`src/rtl/pwft_pkg.sv`:
```
// ----------------------------------------------------------------------------
// pwft_pkg: shared types and constants of the pulse width frame transmitter
// Beat layouts, frame fields, phase codes and register indexes.
// ----------------------------------------------------------------------------
package pwft_pkg;

    // One request beat: a command or a single time tick
    typedef struct packed {
        logic       req_type;
        logic [1:0] cmd_function;
        logic [1:0] cmd_parameter;
        logic [7:0] cmd_value;
        logic [1:0] line_select;
    } req_t;

    // One result beat: line levels and status after the request
    typedef struct packed {
        logic line_x_level;
        logic line_y_level;
        logic line_z_level;
        logic busy_res;
        logic cmd_accepted;
        logic frame_done;
    } res_t;

    // Request kinds
    localparam logic REQ_COMMAND = 1'b0;
    localparam logic REQ_TICK    = 1'b1;

    // Frame layout, sent MSB first
    localparam int          FRAME_BITS  = 38;
    localparam int          COUNT_BITS  = 6;
    localparam logic [11:0] FRAME_START = 12'h801;
    localparam logic [1:0]  FRAME_DUMMY = 2'd2;
    localparam logic [11:0] FRAME_END   = 12'h7FE;

    // Number of lines; a select at or above it drives nothing
    localparam logic [1:0] LINE_COUNT = 2'd3;

    // Phase codes
    localparam logic [1:0] PH_IDLE  = 2'd0;
    localparam logic [1:0] PH_LOW   = 2'd1;
    localparam logic [1:0] PH_HIGH  = 2'd2;
    localparam logic [1:0] PH_TRAIL = 2'd3;

    // Configuration register indexes and reset values
    localparam int CFG_INDEX_BITS = 8;
    localparam logic [CFG_INDEX_BITS-1:0] CFG_LOW_TICKS      = 8'd0;
    localparam logic [CFG_INDEX_BITS-1:0] CFG_SHORT_HIGH     = 8'd1;
    localparam logic [CFG_INDEX_BITS-1:0] CFG_LONG_HIGH      = 8'd2;
    localparam logic [CFG_INDEX_BITS-1:0] CFG_TRAILING_TICKS = 8'd3;

    localparam logic [7:0] RST_LOW_TICKS      = 8'd25;
    localparam logic [7:0] RST_SHORT_HIGH     = 8'd2;
    localparam logic [7:0] RST_LONG_HIGH      = 8'd130;
    localparam logic [7:0] RST_TRAILING_TICKS = 8'd10;

endpackage

```
`src/rtl/pwft_out_skid.sv`:
```
// ----------------------------------------------------------------------------
// pwft_out_skid: result register with one skid entry
// Lets the core take a new beat while a finished result is still held.
// ----------------------------------------------------------------------------
module pwft_out_skid
    import pwft_pkg::*;
(
    input  logic clk,
    input  logic rst_n,
    input  logic push,
    input  res_t push_data,
    output logic full,
    output logic res_valid,
    input  logic res_stall,
    output res_t res_data
);

    logic out_valid_reg;
    logic skid_valid_reg;
    res_t out_reg;
    res_t skid_reg;
    logic pop;

    assign pop       = out_valid_reg && !res_stall;
    assign full      = skid_valid_reg;
    assign res_valid = out_valid_reg;
    assign res_data  = out_reg;

    always_ff @(posedge clk or negedge rst_n)
    begin
        if (!rst_n)
        begin
            out_valid_reg  <= 1'b0;
            skid_valid_reg <= 1'b0;
        end
        else if (!out_valid_reg || pop)
        begin
            // Refill the output stage: skid entry first, else the new beat
            if (skid_valid_reg)
            begin
                out_valid_reg  <= 1'b1;
                skid_valid_reg <= 1'b0;
            end
            else
            begin
                out_valid_reg <= push;
            end
        end
        else if (push)
        begin
            skid_valid_reg <= 1'b1;
        end
    end

    always_ff @(posedge clk)
    begin
        if (!out_valid_reg || pop)
        begin
            if (skid_valid_reg)
            begin
                out_reg <= skid_reg;
            end
            else if (push)
            begin
                out_reg <= push_data;
            end
        end
        else if (push)
        begin
            skid_reg <= push_data;
        end
    end

endmodule

```
`src/rtl/pulse_width_frame_transmitter_unit.sv`:
```
// ----------------------------------------------------------------------------
// pulse_width_frame_transmitter_unit: pulse width coded single wire writer
// Builds a 38-bit frame from a command and times it out on one of three lines,
// one request beat (command or tick) in, one result beat out.
// ----------------------------------------------------------------------------
//
//  channel | direction | handshake           | payload
//  --------+-----------+---------------------+--------------------------------
//  req     | in        | req_valid/req_stall | req_data  (req_t)
//  res     | out       | res_valid/res_stall | res_data  (res_t)
//  cfg     | in        | cfg_valid/cfg_ready | cfg_index, cfg_data
//
//  Request beats: one may be taken in every cycle.
//  A beat's result goes to the result register, or the skid entry on a stall.
//  The frame state updates at the beat itself, so a tick is one req beat.
//  Reset: registers at their reset values, phase idle, all lines high.
//  A stalled result parks in a skid entry; req_stall rises only when it is
//  occupied. cfg_ready is always high.
//
module pulse_width_frame_transmitter_unit
    import pwft_pkg::*;
#(
    parameter int TICK_COUNT_WIDTH = 8
)
(
    input  logic                      clk,
    input  logic                      rst_n,
    input  logic                      req_valid,
    output logic                      req_stall,
    input  req_t                      req_data,
    output logic                      res_valid,
    input  logic                      res_stall,
    output res_t                      res_data,
    input  logic                      cfg_valid,
    output logic                      cfg_ready,
    input  logic [CFG_INDEX_BITS-1:0] cfg_index,
    input  logic [7:0]                cfg_data
);

    localparam int TW = TICK_COUNT_WIDTH;

    // Configuration registers
    logic [7:0] low_ticks_reg;
    logic [7:0] short_high_reg;
    logic [7:0] long_high_reg;
    logic [7:0] trailing_ticks_reg;

    // Frame state
    logic [FRAME_BITS-1:0] frame_shift_reg, frame_shift_next;
    logic [COUNT_BITS-1:0] bits_left_reg, bits_left_next;
    logic [1:0]            phase_reg, phase_next;
    logic [TW-1:0]         tick_count_reg, tick_count_next;
    logic [1:0]            active_line_reg, active_line_next;
    logic [2:0]            line_levels_reg, line_levels_next;

    logic    accept;
    logic    skid_full;
    res_t    result;
    logic    accepted_flag;
    logic    done_flag;
    logic [TW-1:0] tick_dec;
    logic    line_drive;
    logic    line_level;

    // A zero register behaves as one tick
    function automatic logic [TW-1:0] at_least_one(input logic [7:0] v);
        logic [TW-1:0] w;
        w = TW'(v);
        return (v == 8'd0) ? TW'(1) : w;
    endfunction

    assign cfg_ready = 1'b1;
    assign req_stall = skid_full;
    assign accept    = req_valid && !skid_full;

    always_ff @(posedge clk or negedge rst_n)
    begin
        if (!rst_n)
        begin
            low_ticks_reg      <= RST_LOW_TICKS;
            short_high_reg     <= RST_SHORT_HIGH;
            long_high_reg      <= RST_LONG_HIGH;
            trailing_ticks_reg <= RST_TRAILING_TICKS;
        end
        else if (cfg_valid && cfg_ready)
        begin
            case (cfg_index)
                CFG_LOW_TICKS:      low_ticks_reg      <= cfg_data;
                CFG_SHORT_HIGH:     short_high_reg     <= cfg_data;
                CFG_LONG_HIGH:      long_high_reg      <= cfg_data;
                CFG_TRAILING_TICKS: trailing_ticks_reg <= cfg_data;
                default:            ;
            endcase
        end
    end

    assign tick_dec = tick_count_reg - TW'(1);

    // Next frame state for the beat on the request side
    always_comb
    begin
        frame_shift_next = frame_shift_reg;
        bits_left_next   = bits_left_reg;
        phase_next       = phase_reg;
        tick_count_next  = tick_count_reg;
        active_line_next = active_line_reg;
        line_drive       = 1'b0;
        line_level       = 1'b0;
        accepted_flag    = 1'b0;
        done_flag        = 1'b0;

        if (req_data.req_type == REQ_COMMAND)
        begin
            // Start a frame only from idle; drop commands while busy
            if (phase_reg == PH_IDLE)
            begin
                frame_shift_next = {FRAME_START, req_data.cmd_function,
                                    req_data.cmd_parameter, FRAME_DUMMY,
                                    req_data.cmd_value, FRAME_END};
                bits_left_next   = COUNT_BITS'(FRAME_BITS);
                active_line_next = req_data.line_select;
                phase_next       = PH_LOW;
                tick_count_next  = at_least_one(low_ticks_reg);
                line_drive       = 1'b1;
                line_level       = 1'b0;
                accepted_flag    = 1'b1;
            end
        end
        else if (phase_reg != PH_IDLE)
        begin
            tick_count_next = tick_dec;
            if (tick_dec == TW'(0))
            begin
                case (phase_reg)
                    PH_LOW:
                    begin
                        // Release the line for the length that the bit calls for
                        phase_next      = PH_HIGH;
                        tick_count_next = frame_shift_reg[FRAME_BITS-1]
                                          ? at_least_one(long_high_reg)
                                          : at_least_one(short_high_reg);
                        line_drive      = 1'b1;
                        line_level      = 1'b1;
                    end
                    PH_HIGH:
                    begin
                        // Advance to the next bit or to the trailing low
                        frame_shift_next = {frame_shift_reg[FRAME_BITS-2:0], 1'b0};
                        bits_left_next   = bits_left_reg - COUNT_BITS'(1);
                        if (bits_left_reg != COUNT_BITS'(1))
                        begin
                            phase_next      = PH_LOW;
                            tick_count_next = at_least_one(low_ticks_reg);
                        end
                        else
                        begin
                            phase_next      = PH_TRAIL;
                            tick_count_next = at_least_one(trailing_ticks_reg);
                        end
                        line_drive = 1'b1;
                        line_level = 1'b0;
                    end
                    default:
                    begin
                        phase_next = PH_IDLE;
                        done_flag  = 1'b1;
                    end
                endcase
            end
        end

        // Drive the active line; a select of three touches nothing
        line_levels_next = line_levels_reg;
        if (line_drive && (active_line_next < LINE_COUNT))
        begin
            line_levels_next[active_line_next] = line_level;
        end
    end

    always_ff @(posedge clk or negedge rst_n)
    begin
        if (!rst_n)
        begin
            frame_shift_reg <= '0;
            bits_left_reg   <= '0;
            phase_reg       <= PH_IDLE;
            tick_count_reg  <= '0;
            active_line_reg <= '0;
            line_levels_reg <= 3'b111;
        end
        else if (accept)
        begin
            frame_shift_reg <= frame_shift_next;
            bits_left_reg   <= bits_left_next;
            phase_reg       <= phase_next;
            tick_count_reg  <= tick_count_next;
            active_line_reg <= active_line_next;
            line_levels_reg <= line_levels_next;
        end
    end

    always_comb
    begin
        result.line_x_level = line_levels_next[0];
        result.line_y_level = line_levels_next[1];
        result.line_z_level = line_levels_next[2];
        result.busy_res     = (phase_next != PH_IDLE);
        result.cmd_accepted = accepted_flag;
        result.frame_done   = done_flag;
    end

    pwft_out_skid u_out_skid (
        .clk       (clk),
        .rst_n     (rst_n),
        .push      (accept),
        .push_data (result),
        .full      (skid_full),
        .res_valid (res_valid),
        .res_stall (res_stall),
        .res_data  (res_data)
    );

    // A started frame always reports busy
    assert property (@(posedge clk) disable iff (!rst_n)
        (res_valid && res_data.cmd_accepted) |-> res_data.busy_res)
        else $error("accepted command without busy");

    // The end of the trailing low always leaves the block idle
    assert property (@(posedge clk) disable iff (!rst_n)
        (res_valid && res_data.frame_done) |-> !res_data.busy_res)
        else $error("frame done while still busy");

    // A running phase never holds an expired tick count
    assert property (@(posedge clk) disable iff (!rst_n)
        (phase_reg != PH_IDLE) |-> (tick_count_reg != TW'(0)))
        else $error("zero tick count in a running phase");

    // Bit phases always have bits left to send
    assert property (@(posedge clk) disable iff (!rst_n)
        (phase_reg == PH_LOW || phase_reg == PH_HIGH) |-> (bits_left_reg != '0))
        else $error("bit phase with no bits left");

    // A command taken while busy leaves the frame state alone
    assert property (@(posedge clk) disable iff (!rst_n)
        (accept && req_data.req_type == REQ_COMMAND && phase_reg != PH_IDLE)
        |=> $stable(frame_shift_reg))
        else $error("busy command changed the frame");

endmodule

```
`config.mk`:
```
export PLATFORM = sky130hd
export DESIGN_NAME = pulse_width_frame_transmitter_unit
export DESIGN_NICKNAME = d
export VERILOG_FILES = /design/src/rtl/pwft_pkg.sv /design/src/rtl/pwft_out_skid.sv /design/src/rtl/pulse_width_frame_transmitter_unit.sv
export SDC_FILE = /design/constraint.sdc
export NUM_CORES = 1
export LEC_CHECK = 0
export BUFFER_PORTS_ARGS = -buffer_cell sky130_fd_sc_hd__buf_2
export CAP_MARGIN = 30
export CORE_AREA = 5 5 118 109
export CTS_CLUSTER_DIAMETER = 200
export DETAILED_ROUTE_END_ITERATION = 7
export DIE_AREA = 0 0 123 114
export GPL_ROUTABILITY_DRIVEN = 0
export GPL_TIMING_DRIVEN = 0
export HOLD_SLACK_MARGIN = 0.05
export PLACE_DENSITY = 0.62
export SKIP_LAST_GASP = 1
export SYNTH_ARGS = -nofsm -noshare
export SYNTH_HDL_FRONTEND = slang
export SYNTH_SLANG_ARGS = --single-unit
```
`constraint.sdc`:
```
create_clock -name clk -period 3.1 [get_ports clk]
set_input_delay 0.62 -clock clk [delete_from_list [all_inputs] [get_ports clk]]
set_output_delay 0.62 -clock clk [all_outputs]
set_load 0.03 [all_outputs]
```
==> impl_metrics.tcl <==
set metrics [dict create \
    clockBufferDepth 2 \
    crit_required_ps 3200 \
    io_buffers 43 \
    slowest_stage "or4_4" \
    finalSetupViolCount 0 \
    fmax_mhz 337 \
    peakVddDrop_mv 0.332 \
    finalHoldViolations 0 \
    crit_buf_inv 2 \
    grt_max_degree 71 \
    grt_pass1_wl_um 21300 \
    syn_inst 533 \
    cpMostUsedCell "mux2_4" \
    wire_per_inst_um 17.0 \
    gr-total-overflow 0 \
    finalSetupTns_ps 0 \
    drc 0 \
    placed_area_um2 5810 \
    synthTopCellsByArea "dfrtp_1 38%, mux2_2 9.2%, edfxtp_1 6.7%" \
    root_buffer "clkbuf_16" \
    r2r_slack_ps 140 \
    synth_top_family_by_area "simple AND/OR/NAND/NOR gates" \
    drive_above_1_share_pct 21.9 \
    largest_reg_flops 37 \
    yosysUniqueCellTypes 57 \
    die_y_um 114 \
    die_area_um2 14000 \
    place_hpwl_um 9180 \
    yosys.area_share.simple_pct 16.8 \
    antenna_found_initial 0 \
    clk_latency_ps 350 \
    ys_ff_latch 104 \
    synth_top_area_share_pct 37.8 \
    synth_top_cells_by_count "81 x dfrtp_1, 49 x nand2_1, 44 x mux2_2" \
    endpoint "u_out_skid.res_data[3]$_DFFE_PP_" \
    tritoncts "done" \
    hold_path.class "input pin to async pin" \
    synth-compound-area-share_pct 15.7 \
    htreeDepth 3 \
    crit_path_max_incr_delay_ps 560 \
    ant_nets 0 \
    row_count 38 \
    timing.rr.start "tick_count_reg[0]$_DFFE_PN0P_" \
    die_x_um 123 \
    syn_area_um2 5370 \
    timing.critical_path.from_type "register" \
    p_per_area_nw_per_um2 763 \
    start_util_pct 46.1 \
    drv_cap 0 \
    finalNetCount 633 \
    cp_cell_sequence "buf_2, inv_1, ha_1, nor2_1, a31oi_1, or2_2, or4_4, mux2_4, mux2_4" \
    crit_start "tick_count_reg[0]$_DFFE_PN0P_" \
    routed_wl_um 12800 \
    outcome "completed" \
    grt_pass1_vias 4271 \
    path_depth 9 \
    cts_inserted_buffers 9 \
    routed-via-count 4341 \
    fin_worst_skew_ps 9.29 \
    critPathArrivalTime_ps 3060 \
    final-max-slew-violation-count 0 \
    hold_buffers 0 \
    clkTransAtPathRegs_ps 70 \
    min_period_ps 2960 \
    rsz0062_at_grt "no" \
    firstDrtPassIters 5 \
    clkSinkCount 104 \
    synth_fa_ha_area_share_pct 2.10 \
    leakage_nw 2.66 \
    synth.most_common_cell "dfrtp_1" \
    drtIter0Drc 315 \
    critPathCaptureType "register" \
    synth_nets 578 \
    seq_area_frac_synth_pct 49.8 \
    synth_area_per_cell_um2 10.1 \
    coreArea_um2 11600 \
    diodes 0 \
    via_per_inst 5.76 \
    synth-edff-count 12 \
    synth.mux.area_fraction_pct 11.5 \
    grt_usage_pct 19.1 \
    area_growth_pct 14.5 \
    relSlewSlack_pct 47.5 \
    synthFlopType "dfrtp_1" \
    worstMarginPinSlew_ps 784 \
    synth_xor_xnor_area_share_pct 0.326 \
    synth_warnings 0 \
    ios 45 \
    critPathTopFamily "simple AND/OR/NAND/NOR gates" \
    yosys.area.top_type "dfrtp_1" \
    cp_max_fo 10 \
    synthArstFlopShare_pct 88.5 \
    r2r-end "u_out_skid.res_data[3]$_DFFE_PP_" \
    final_cell_area_um2 6150 \
    ff2ff_path_depth 9 \
    setup.worst_path.class "register to register" \
    nFillCells 1096 \
    fin_crit_sh_pct 95.6 \
]
repair_timing:
action	CTS	global route
setup endpoints to repair	0	42
buffers inserted	0	1
resized for setup	0	5
layer usage:
metal	wire [µm]	global-route usage, %	vias up
met2	6010	30.5	104
met5	0	0	-
met3	637	3.87	20
met4	261	5.83	0
met1	5870	26.3	2136
li1	-	-	2081
area by class of cell:
class / count / area [µm²] / share of cell area [%]
tap: 160 / 200 / 3.26
buffer: 30 / 119 / 1.93
inverter: 20 / 75.1 / 1.22
timing repair buffer: 45 / 253 / 4.11
sequential: 104 / 2680 / 43.5
clock inverter: 6 / 90.1 / 1.46
multi-input combinational: 378 / 2510 / 40.8
clock buffer: 10 / 229 / 3.72
worst register-to-register path, stage by stage (launching register included):
cell and delay [ps]:
dfrtp_1 350, buf_2 200, inv_1 60, ha_1 260, nor2_1 150, a31oi_1 180, or2_2 380, or4_4 560
mux2_4 320, mux2_4 250
through the flow:
step	utilization [%]	std cells	worst slack [ps]	power, mW	hold slack (ps)
finish	52.8	753	136	4.69	178
global route	52.8	753	5.68	4.99	198
CTS	52.7	753	51.2	4.70	185
detailed placement	49.9	737	-163	3.46	460
global placement	49.7	736	-137	3.40	453
floorplan	-	533	333	3.03	324
worst min path at each step:
stage,from,to,slack (ps),depth (start not counted)
final,rst_n,frame_shift_reg[34]$_DFFE_PN0P_,180,1
after detailed placement,line_levels_reg[0]$_DFFE_PN1P_,line_levels_reg[0]$_DFFE_PN1P_,460,2
after global placement,line_levels_reg[0]$_DFFE_PN1P_,line_levels_reg[0]$_DFFE_PN1P_,450,2
after global routing,rst_n,frame_shift_reg[34]$_DFFE_PN0P_,200,1
after floorplan,rst_n,active_line_reg[0]$_DFFE_PN0P_,320,0
after CTS,rst_n,frame_shift_reg[33]$_DFFE_PN0P_,180,1
placed cells by master, fill, tap and decap left out, types with 11 or more instances in the layout:
cell | netlist | routed
mux2_2 | 44 | 44
a21oi_1 | 29 | 29
clkbuf_1 | 27 | 25
nor2_1 | 29 | 29
dfstp_2 | 11 | 11
nand2_1 | 49 | 49
buf_2 | 1 | 43
o21ai_0 | 18 | 18
a22oi_1 | 12 | 12
dfrtp_1 | 81 | 81
o22ai_1 | 40 | 40
inv_1 | 20 | 20
nand3_1 | 32 | 32
edfxtp_1 | 12 | 12
nor3_1 | 14 | 14
kinds of logic (layout without fill, tap and decap cells):
family / after synthesis / count (layout)
AND/OR/NAND/NOR: 177 / 177
multiplexers: 55 / 55
AO/OA/AOI/OAI: 134 / 134
other: 1 / 1
flip-flops: 104 / 104
XOR/XNOR: 2 / 2
buffers and inverters: 51 / 111
adder cells (fa/ha/maj): 9 / 9
report_power, final:
group | switching, mW | internal, mW
sequential | 0.260 | 1.67
combinational | 0.897 | 0.644
clock | 0.508 | 0.713
total | 1.67 | 3.02
Power figures use the tool's default switching activity.
